## src/design/rfd_pkg.sv

```systemverilog
// Shared constants for the refraction direction pipeline.
package rfd_pkg;

  // Default number of fraction bits in the Q2.F vector format.
  localparam int FRAC_BITS_DEF = 16;

endpackage

```

## src/design/rfd_isqrt.sv

```systemverilog
// Pipelined truncating integer square root, one result bit per stage.
module rfd_isqrt #(
  parameter int FRAC_BITS = rfd_pkg::FRAC_BITS_DEF
) (
  input  logic                          clk,
  input  logic                          rst,
  input  logic                          in_valid,
  input  logic [2*(FRAC_BITS+3)-1:0]    rad,
  output logic                          out_valid,
  output logic [FRAC_BITS+2:0]          root
);
  import rfd_pkg::*;

  localparam int SW = FRAC_BITS + 3;
  localparam int RW = 2 * SW;

  logic [RW-1:0] rad_q  [SW+1];
  logic [SW:0]   rem_q  [SW+1];
  logic [SW-1:0] root_q [SW+1];
  logic          vld_q  [SW+1];

  always_comb begin
    rad_q[0]  = rad;
    rem_q[0]  = '0;
    root_q[0] = '0;
    vld_q[0]  = in_valid;
  end

  for (genvar k = 0; k < SW; k++) begin : g_stage
    logic [SW+2:0] rem_sh;
    logic [SW+2:0] trial;
    logic          ge;

    always_comb begin
      rem_sh = {rem_q[k], rad_q[k][RW-1:RW-2]};
      trial  = {1'b0, root_q[k], 2'b01};
      ge     = rem_sh >= trial;
    end

    always_ff @(posedge clk) begin
      if (rst) begin
        vld_q[k+1] <= 1'b0;
      end else begin
        vld_q[k+1] <= vld_q[k];
      end
      rad_q[k+1]  <= rad_q[k] << 2;
      rem_q[k+1]  <= ge ? (SW+1)'(rem_sh - trial) : (SW+1)'(rem_sh);
      root_q[k+1] <= {root_q[k][SW-2:0], ge};
    end
  end

  assign out_valid = vld_q[SW];
  assign root      = root_q[SW];

endmodule

```

## config.mk

```make
export PLATFORM = sky130hd
export DESIGN_NAME = rfd_isqrt
export DESIGN_NICKNAME = d
export VERILOG_FILES = /design/src/design/rfd_pkg.sv /design/src/design/rfd_isqrt.sv
export SDC_FILE = /design/constraint.sdc
export NUM_CORES = 1
export LEC_CHECK = 0
export BUFFER_PORTS_ARGS = -buffer_cell sky130_fd_sc_hd__buf_2
export CELL_PAD_IN_SITES_DETAIL_PLACEMENT = 1
export CELL_PAD_IN_SITES_GLOBAL_PLACEMENT = 1
export CORE_MARGIN = 3
export CORE_UTILIZATION = 50
export DETAILED_ROUTE_END_ITERATION = 8
export PLACE_DENSITY = 0.79
export SYNTH_ARGS = -nofsm -noshare
export SYNTH_HDL_FRONTEND = slang
export SYNTH_SLANG_ARGS = --single-unit
```

## constraint.sdc

```tcl
create_clock -name clk -period 3.2 [get_ports clk]
set_clock_uncertainty 0.1 [all_clocks]
set_input_delay 0.64 -clock clk [delete_from_list [all_inputs] [get_ports clk]]
set_output_delay 0.64 -clock clk [all_outputs]
set_load 0.05 [all_outputs]
```

* Word level (Yosys, flattened, before mapping)
Index checks and enable logic that the tools add are counted.
** Cells by class
- Multiplexer cells :: 18
- Add/subtract/negate cells :: 18
- Order comparisons :: 19
** Operators with widths (count)
- $mux W20 :: 17
- $ge A22 B10 Y1 :: 1
- $ge A22 B11 Y1 :: 1
- $ge A22 B12 Y1 :: 1
- $ge A22 B13 Y1 :: 1
- $ge A22 B14 Y1 :: 1
- $ge A22 B15 Y1 :: 1
- $ge A22 B16 Y1 :: 1
- $ge A22 B17 Y1 :: 1
- $ge A22 B18 Y1 :: 1
- $ge A22 B19 Y1 :: 1
- $ge A22 B20 Y1 :: 1
- $ge A22 B3 Y1 :: 1
- $ge A22 B4 Y1 :: 1
- $ge A22 B5 Y1 :: 1
- $ge A22 B6 Y1 :: 1
- $ge A22 B7 Y1 :: 1
- $ge A22 B8 Y1 :: 1
- $ge A22 B9 Y1 :: 1
- $sub A20 B10 Y20 :: 1
- $sub A20 B11 Y20 :: 1
- $sub A20 B12 Y20 :: 1
- $sub A20 B13 Y20 :: 1
- $sub A20 B14 Y20 :: 1
- 15 further kinds :: 15
** Storage, ports and cells
- Register bits after elaboration :: 894
- Input port bits :: 41
- Output and inout port bits :: 20
- Word-level logic and storage cells :: 130

* Depth between registers and ports, before layout
Gate-level depths: netlist (run 1).
- Depth after elaboration :: 2
- Depth in mapped cells :: 12
- Mapped depth without buffers :: 11

* Least setup slack after synthesis (run 1)
Ideal clock, no wire load.
- Path type :: register -> register
- Start point :: reg root_q, in the netlist g_stage[11].trial[9]
- End point :: reg rem_q, in the netlist g_stage[12].rem_sh[21]
- Setup time :: 118 ps
- Path slack :: 441 ps
- Cell stages (with the launch flop) :: 11
- Data required time :: 2982 ps
- Arrival time :: 2540 ps
- Cells stage by stage :: dfxtp_1 -> inv_1 -> ha_1 -> nand4_1 -> or4_1 -> o311a_1 -> and2_1 -> clkbuf_1 -> nor4_2 -> nand3_1 -> xnor2_1
** Between the ends
- Longest elaborated chain between the ends :: 2
** Ends and longest elaborated chain
- start, declared :: line rfd_isqrt.sv:19 : logic [SW-1:0] root_q [SW+1];
- start signal, assigned by index :: line rfd_isqrt.sv:48 : root_q[k+1] <= {root_q[k][SW-2:0], ge};
- $sub A20 B13 Y20 / $ge A22 B13 Y1 (equally long branches) :: line rfd_isqrt.sv:47, rfd_isqrt.sv:37
- $mux W20 * :: line rfd_isqrt.sv:47 : rem_q[k+1] <= ge ? (SW+1)'(rem_sh - trial) : (SW+1)'(rem_sh);
- end signal, assigned by index :: line rfd_isqrt.sv:47
- end, declared :: line rfd_isqrt.sv:18 : logic [SW:0] rem_q [SW+1];
Mark *: on every way between the ends. The rest lies on a longest branch, timed or not.
A chain may end at the register's enable or synchronous reset.

* Final worst setup path (run 1)
- Start point :: reg rem_q, in the netlist g_stage[3].rem_sh[10]
- End point :: reg rem_q, in the netlist g_stage[4].rem_sh[11]
** Between the ends
- Longest elaborated chain between the ends :: 2
** Ends and longest elaborated chain
- $ge A22 B5 Y1 :: line rfd_isqrt.sv:37 : ge = rem_sh >= trial;
- $mux W20 :: line rfd_isqrt.sv:47
Every way passes these cells.

==> results of run 1 <==
==> worst min-delay path by stage <==
| stage | from | slack, ns | end |
|---|---|---|---|
| after global routing | rad[36] | 0.05 | g_stage[1].rem_sh[2] |
| after global placement | rad_q[470] | 0.21 | rad_q[434] |
| after detailed placement | rad_q[366] | 0.21 | rad_q[330] |
| final | rad[36] | 0.07 | g_stage[1].rem_sh[2] |
| after floorplan | rad_q[414] | 0.21 | g_stage[10].rem_sh[0] |
| after CTS | rad[36] | 0.03 | g_stage[1].rem_sh[2] |
==> per-layer routing <==
metal / global-route usage [%] / vias up
li1: - / 10910
met1: 28.79 / 10890
met2: 44.39 / 397
met3: 3.892 / 192
met4: 8.440 / 2
met5: 0 / -
==> final cells by class <==
class                   instances  area, sq um
multi-input cells            1887        13160
clock inverters                53        700.7
inverters                     262        983.4
well taps                     846         1059
flip-flops and latches        888        17780
fillers                      6676        26020
clock buffers                 110         2477
repair buffers                140         1023
==> cell usage in the layout (no fill, tap or decap), drive strengths merged, types with 110 or more instances in the layout <==
cell type,instances
a21oi,194
clkbuf,110
dfxtp,888
ha,210
inv,266
nand2,170
nor2,205
o21ai,144
xnor2,131
xor2,122
==> metrics by stage <==
stage | TNS [ns] | cell area (sq um) | utilization (%) | total power [mW] | hold slack, ns
3_5_place_dp | 0 | 33470 | 52.96 | 20.08 | 0.2132
4_1_cts | 0 | 37080 | 58.67 | 31.38 | 0.03277
2_1_floorplan | 0 | 32020 | - | 18.24 | 0.2096
6_report | 0 | 37180 | 58.83 | 31.21 | 0.07081
5_1_grt | -0.007233 | 37180 | 58.83 | 32.81 | 0.05170
3_3_place_gp | 0 | 33470 | 52.96 | 19.73 | 0.2097
==> cell families (layout without fill, tap and decap cells) <==
group / Yosys count / count (layout) / synth area share, %
other: 1 / 1 / 0.01171
XOR/XNOR: 253 / 253 / 6.920
adder cells (fa/ha/maj): 210 / 210 / 8.206
AO/OA/AOI/OAI: 605 / 605 / 11.83
flip-flops: 888 / 888 / 55.52
buffers and inverters: 321 / 565 / 3.798
AND/OR/NAND/NOR: 769 / 769 / 12.03
multiplexers: 49 / 49 / 1.688
==> cell usage after synthesis (all sizes together), types with 42 or more instances <==
master,n
dfxtp,888
inv,262
ha,210
nor2,205
a21oi,194
nand2,170
o21ai,144
xnor2,131
xor2,122
nor3,75
nor2b,55
a21o,53
clkbuf,51
o21a,47
nand3,42
==> worst register-to-register path, cell delays in order (launching register included) <==
cell and delay, ns:
dfxtp_1 0.37, or4_1 0.63, or4_4 0.53, o31ai_4 0.31, or3_1 0.24, nand2_1 0.10
or2_4 0.30, nor2_1 0.15, xor2_1 0.29
==> repair_timing <==
| item | CTS | global route |
|---|---|---|
| buffers inserted | 3 | 3 |
| endpoints found under the setup margin | 3 | 46 |
| endpoints found under the hold margin | 36 | 0 |
| pin swaps | 1 | 2 |
| hold buffers | 36 | 0 |
| gates resized for setup | 6 | 16 |
==> registers in the layout (all words and copies together), names as in the netlist <==
| register | count |
|---|---|
| g_stage.rem_sh | 373 |
| rad_q | 306 |
| g_stage.trial | 171 |
| root | 19 |
| vld_q | 18 |
| out_valid | 1 |
==> power by group through the flow <==
stage / Combinational, mW / Clock, mW / Sequential, mW
finish: 5.81 / 11.1 / 14.3
global route: 6.46 / 11.8 / 14.6
CTS: 5.77 / 11.3 / 14.4
detailed placement: 5.55 / 0 / 14.5
global placement: 5.25 / 0 / 14.5
floorplan: 4.21 / 0 / 14.0
==> out/results.env, run 1 <==
CPMAXSTAGEDELAYCELL='or4_1'
SYN_AREA_SQ_UM=32020
POST_SYNTH_INST_COUNT=3096
H_TREE_LEVEL_COUNT=3
NETSWITCHINGFRACTION_PCT=29.86
WIRE_PER_INST_UM=19.45
START_UTIL_PCT=50.67
CRITPATHCAPTURE='g_stage[4].rem_sh[11]'
STATUS='finished, final reports clean'
DIE_HEIGHT_UM=259.1
POWER.STATIC_LEAKAGE_nW=17.46
WORST-R2R-CELL-COUNT=8
IOS=61
REGTOREGSTARTPOINT='g_stage[3].rem_sh[10]'
SHARE_OF_THE_CLOCK_PERIOD_USED_BY_THE_WORST_PATH_AFTER_LAYOUT_PCT=97.73
CRITICALPATHCATEGORY='reg2reg'
DETAILROUTE.VIA_COUNT=22390
NUMBER_OF_BUFFER_AND_INVERTER_STAGES_ON_THE_CRITICAL_PATH=0
HOLD_VIOL=0
CP.ARRIVAL_NS=3.58
ROUTE.MET2.WL_MM=41.63
SETUP_SLACK_NS=0.07275
POWER_SWITCHING_mW=9.319
PRE_CTS_SLACK_NS=0.06542
CTS_INSERTED_BUFFERS=89
TRITONCTS_CLOCK_TREE='built'
CRITPATHMAXFANOUT=8
COUNT_OF_FINAL_SETUP_VIOLATORS=0
MIN_PATH_CELLS=2
CLKLATENCYLATEPIN_NS=0.66
GRT_PASS1_WL_MM=131.3
POST_DR_VIAS_CELL=5.350
FMAX_GHz=0.3198
CP_CELL_SEQUENCE='or4_1 -> or4_4 -> o31ai_4 -> or3_1 -> nand2_1 -> or2_4 -> nor2_1 -> xor2_1'
POSTROUTEWIRELENGTH_MM=81.40
CLK_PIN_SLEW_NS=0.07
YS_TYPES=76
DRC=0
FINAL_CELLS=4186
SYNTH-SEQ-CELLS=888
N_ANTENNA_CELL=0
POST_SYN_NETS=3347
CPPEAKSTAGEDELAY_NS=0.63
FINALWEIGHTEDCONGESTION=0.8701
CPLARGESTDELAYFAMILY='simple AND/OR/NAND/NOR gates'
POWER.CLOCK.FRACTION_PCT=35.4
ROWS=92
P_PER_AREA_nW_PER_UM2=839.6
DRV_CAP=0
STARTPOINT='g_stage[3].rem_sh[10]'
FINALCRITICALPERIOD_NS=3.127
GRT_PASS1_VIAS=24630
COMBINATIONALPOWERSHARE_PCT=18.6
CLOCK_SINK_COUNT=888
POWER.INTERNAL_mW=21.89
R2R_SETUP_SLACK_NS=0.07
SYNTH_AREA_LEADERS='dfxtp_1 (56%), ha_1 (8.2%), xnor2_1 (3.6%), xor2_1 (3.3%), inv_1 (3.1%)'
GLOBALROUTETOTALUTIL_PCT=24.29
SYNTH-ASYNC-RESET-RATIO_PCT=0
LAYOUT-DRIVE-GT1-SHARE_PCT=10.51
GRT_REMAINING_OVERFLOW=0
HIGHEST_LAYER='met5'
HORIZONTAL_DIE_DIMENSION_UM=259.1
GRT_ANTENNA_BEFORE_REPAIR=1
CRIT_PATH_END_KIND='register'
WORST_SLEW_PIN_SLEW_NS=0.7107
SEQUENTIAL_SHARE_OF_THE_SYNTHESIZED_AREA_PCT=55.52
PORTBUFFERS=60
DETAILED_PLACEMENT_WIRELENGTH_ESTIMATE_MM=54.73
NUMBER_OF_NETS_IN_THE_FINISHED_DESIGN=3519
FLOW.AREA_GROWTH_FROM_SYNTHESIS_PCT=16.10
GRT_MAX_DEGREE=33
SYN_AREA_PER_CELL_SQ_UM=10.34
REG_POWER_SHARE_PCT=46.0
DETAILEDROUTE.FIRSTITERATIONVIOLATIONS=1056
DP_CELLS=3981
FIRST_PASS_ITERS=5
CP-START-KIND='register'
WORST_HOLD_PATH_TYPE='in2reg'
SYNTH_EDF_COUNT=0
ROUTEDLENGTHMET1_MM=34.35
CTSLONGESTPATHBUFFERS=3
AREA_OF_THE_DIE_SQ_UM=67110
TIMING.FINAL.MAX_SLEW_VIOLATIONS=0
DOMINANT_CELL_TYPE_BY_AREA_AFTER_SYNTHESIS='dfxtp_1'
CRIT_CELLS=8
CTSROOTBUFFERMASTER='clkbuf_16'
MET3_ROUTED_WL_MM=2.791
SYNTHFLOPTYPE='dfxtp_1'
WORSTREG2REGEND='g_stage[4].rem_sh[11]'
SYNTH_WARNINGS=0
WORST_PATH_REQUIRED_TIME_NS=3.65
ANTENNA_LEFT=0
CORE-AREA_SQ_UM=63200
VDD_DROP_MAX_mV=0.5102
SYNTH_LARGEST_TYPE_AREA_FRACTION_PCT=55.52
RELSLEWSLACK_PCT=52.25
Note: power is estimated with default switching activity, not from simulation.
==> inputs of run 2 (changes only) <==
--- a/config.mk
+++ b/config.mk
@@ -5,13 +5,13 @@
 export SDC_FILE = /design/constraint.sdc
 export NUM_CORES = 1
 export LEC_CHECK = 0
-export BUFFER_PORTS_ARGS = -buffer_cell sky130_fd_sc_hd__buf_2
 export CELL_PAD_IN_SITES_DETAIL_PLACEMENT = 1
 export CELL_PAD_IN_SITES_GLOBAL_PLACEMENT = 1
 export CORE_MARGIN = 3
 export CORE_UTILIZATION = 50
 export DETAILED_ROUTE_END_ITERATION = 8
-export PLACE_DENSITY = 0.79
+export DONT_BUFFER_PORTS = 1
+export PLACE_DENSITY = 0.78
 export SYNTH_ARGS = -nofsm -noshare
 export SYNTH_HDL_FRONTEND = slang
 export SYNTH_SLANG_ARGS = --single-unit
==> run 2 against run 1 <==
Critical path depth stayed put. Clock power hardly changed. Cell count is 1.2% lower. Combinational power is 3% lower. Clock-buffer cell count is 17 higher. Sequential share of layout area is 0.45 points higher. Die area stayed put. First-iteration DRC count is 19% lower. Global-route usage is 0.81 points lower. Wire length is 3.1% lower.
==> out/results.env, run 2 (synthesized netlist as in run 1, its figures left out) <==
START_UTIL_PCT=50.67  # unchanged
CP_CELL_SEQUENCE='or4_1 -> or4_4 -> o31ai_2 -> or3_1 -> buf_4 -> nor3b_2 -> nand2_1 -> xnor2_1'  # was or4_1 -> or4_4 -> o31ai_4 -> or3_1 -> nand2_1 -> or2_4 -> nor2_1 -> xor2_1
CRIT_PATH_END_KIND='register'  # unchanged
RELSLEWSLACK_PCT=51.14  # was 52.25%
CTSROOTBUFFERMASTER='clkbuf_16'  # unchanged
WORST-R2R-CELL-COUNT=8  # unchanged
AREA_OF_THE_DIE_SQ_UM=67110  # unchanged
DRV_CAP=0  # unchanged
CTS_INSERTED_BUFFERS=89  # unchanged
CPPEAKSTAGEDELAY_NS=0.57  # was 0.63 ns
MOST_COMMON_CELL_AFTER_LAYOUT_FILL_AND_TAPS_ASIDE='dfxtp_1'  # unchanged
TIMING.FINAL.MAX_SLEW_VIOLATIONS=0  # unchanged
CP.ARRIVAL_NS=3.50  # was 3.58 ns
DRC=0  # unchanged
MIN_PATH_CELLS=1  # was 2
GRT_PASS1_VIAS=24080  # was 24630
PLACED_CELL_AREA_SQ_UM=33210  # was 33470 sq um
WORST_SLEW_PIN_SLEW_NS=0.7235  # was 0.7107 ns
WORST_PATH_REQUIRED_TIME_NS=3.64  # was 3.65 ns
LAYOUT-DRIVE-GT1-SHARE_PCT=8.602  # was 10.51%
CLKLATENCYLATEPIN_NS=0.65  # was 0.66 ns
CRITICALPATHCATEGORY='reg2reg'  # unchanged
SETUP_SLACK_NS=0.1397  # was 0.07275 ns
POWER.STATIC_LEAKAGE_nW=17.23  # was 17.46 nW
PRE_CTS_SLACK_NS=0.05248  # was 0.06542 ns
FMAX_GHz=0.3268  # was 0.3198 GHz
DETAILEDROUTE.FIRSTITERATIONVIOLATIONS=851  # was 1056
CORE-AREA_SQ_UM=63200  # unchanged
FIRST_PASS_ITERS=6  # was 5
CLOCK_SINK_COUNT=888  # unchanged
SHARE_OF_THE_CLOCK_PERIOD_USED_BY_THE_WORST_PATH_AFTER_LAYOUT_PCT=95.64  # was 97.73%
GLOBALROUTETOTALUTIL_PCT=23.49  # was 24.29%
ROWS=92  # unchanged
POWER_mW=30.99  # was 31.21 mW
ANTENNA_LEFT=0  # unchanged
IOS=61  # unchanged
FINALCRITICALPERIOD_NS=3.060  # was 3.127 ns
VDD_DROP_MAX_mV=0.5284  # was 0.5102 mV
GRT_MAX_DEGREE=25  # was 33
DIE_HEIGHT_UM=259.1  # unchanged
TRITONCTS_CLOCK_TREE='built'  # unchanged
GRT_PASS1_WL_MM=127.7  # was 131.3 mm
TIMING.SETUP.TNS_NS=0  # unchanged
POSTROUTEWIRELENGTH_MM=78.91  # was 81.40 mm
STATUS='finished, final reports clean'  # unchanged
FINALWEIGHTEDCONGESTION=0.8505  # was 0.8701
FILLER_CELL_COUNT=6658  # was 6676
H_TREE_LEVEL_COUNT=3  # unchanged
POST_DR_VIAS_CELL=5.319  # was 5.350
N_ANTENNA_CELL=0  # unchanged
CRITPATHMAXFANOUT=10  # was 8
CLK_PIN_SLEW_NS=0.07  # about the same
DETAILED_PLACEMENT_WIRELENGTH_ESTIMATE_MM=54.11  # was 54.73 mm
LARGEST_REG_FLOPS=373  # unchanged
GRT_ANTENNA_BEFORE_REPAIR=1  # unchanged
POST-ROUTE-CELL-AREA_SQ_UM=36830  # was 37180 sq um
MOST_FREQUENT_CELLS_IN_THE_LAYOUT='dfxtp_1 (888), inv_1 (262), ha_1 (210)'  # unchanged
DETAILROUTE.VIA_COUNT=22000  # was 22390
COUNT_OF_FINAL_SETUP_VIOLATORS=0  # unchanged
HORIZONTAL_DIE_DIMENSION_UM=259.1  # unchanged
WIRE_PER_INST_UM=19.08  # was 19.45 um
CTSLONGESTPATHBUFFERS=3  # unchanged
WORST_HOLD_PATH_TYPE='in2reg'  # unchanged
CPMAXSTAGEDELAYCELL='or4_1'  # unchanged
P_PER_AREA_nW_PER_UM2=841.4  # was 839.6 nW/um^2
CP-START-KIND='register'  # unchanged
FLOW.AREA_GROWTH_FROM_SYNTHESIS_PCT=15.03  # was 16.10%
NUMBER_OF_NETS_IN_THE_FINISHED_DESIGN=3464  # was 3519
GRT_REMAINING_OVERFLOW=0  # unchanged
PORTBUFFERS=0  # was 60
UNREPAIRED_SETUP_ENDPOINTS_AFTER_GLOBAL_ROUTING='no'
HOLD_VIOL=0  # unchanged
FINAL.HOLD.WORST_SLACK_NS=0.04250  # was 0.07081 ns
run 2: cell types whose count changed in the layout (fill, tap and decap cells not counted), moves of 3 or more:
cell and change:
buf_2 -60, buf_4 +4, clkbuf_1 +12, clkbuf_8 +6, clkinv_4 -6, dlygate4sd3_1 +3, inv_6 -3
run 2: repair_timing:
item | 4_1_cts | 5_1_grt
pin swaps | 0 | 2
resized for setup | 1 | 13
hold buffers | 39 | 0
endpoints found under the setup margin | 2 | 30
hold endpoints to repair | 58 | 0
setup buffers | 0 | 4
run 2: power by group:
part           internal (mW)  total [mW]  switching [mW]
Sequential              12.9        14.4            1.48
Clock                   6.35        10.9            4.57
Combinational           2.56        5.66            3.10
Total                   21.8        31.0            9.15
run 2: worst paths after layout:
| check | start | to | slack (ns) |
|---|---|---|---|
| setup / recovery | g_stage[3].rem_sh[10] | g_stage[4].rem_sh[18] | 0.14 |
| hold / removal | rad[37] | g_stage[1].rem_sh[2] | 0.04 |
| setup reg to reg | g_stage[3].rem_sh[10] | g_stage[4].rem_sh[18] | 0.14 |
| hold reg to reg | rad_q[295] | rad_q[259] | 0.22 |
run 2: area by class of cell:
class	count	area, sq um	area share, %
flip-flops and latches	888	17780	48.26
well taps	846	1059	2.874
clock inverters	41	561.8	1.525
clock buffers	127	2580	7.004
inverters	262	983.4	2.670
multi-input cells	1887	13110	35.60
repair buffers	85	760.7	2.065
run 2: stage by stage:
step	utilization (%)	instances
after global routing	58.29	4136
final	58.29	4136
after detailed placement	52.55	3925
after CTS	58.15	4132
after global placement	52.55	3925
after floorplan	-	3096
run 2: worst max-delay path: cells and delay by family (launching register included):
| kind | cells | cell delay, ns |
|---|---|---|
| buffers and inverters | 1 | 0.20 |
| DFF | 1 | 0.38 |
| and+or+nand+nor | 5 | 1.81 |
| AOI/OAI and AO/OA | 1 | 0.31 |
| xor gates and xnor gates | 1 | 0.16 |
run 2: routing by layer:
metal,GRT usage (%),vias up,wire length [um]
li1,-,10800,-
met1,28.34,10790,33990
met5,0,-,0
met3,2.917,125,2047
met2,43.42,292,41070
met4,7.172,0,1797
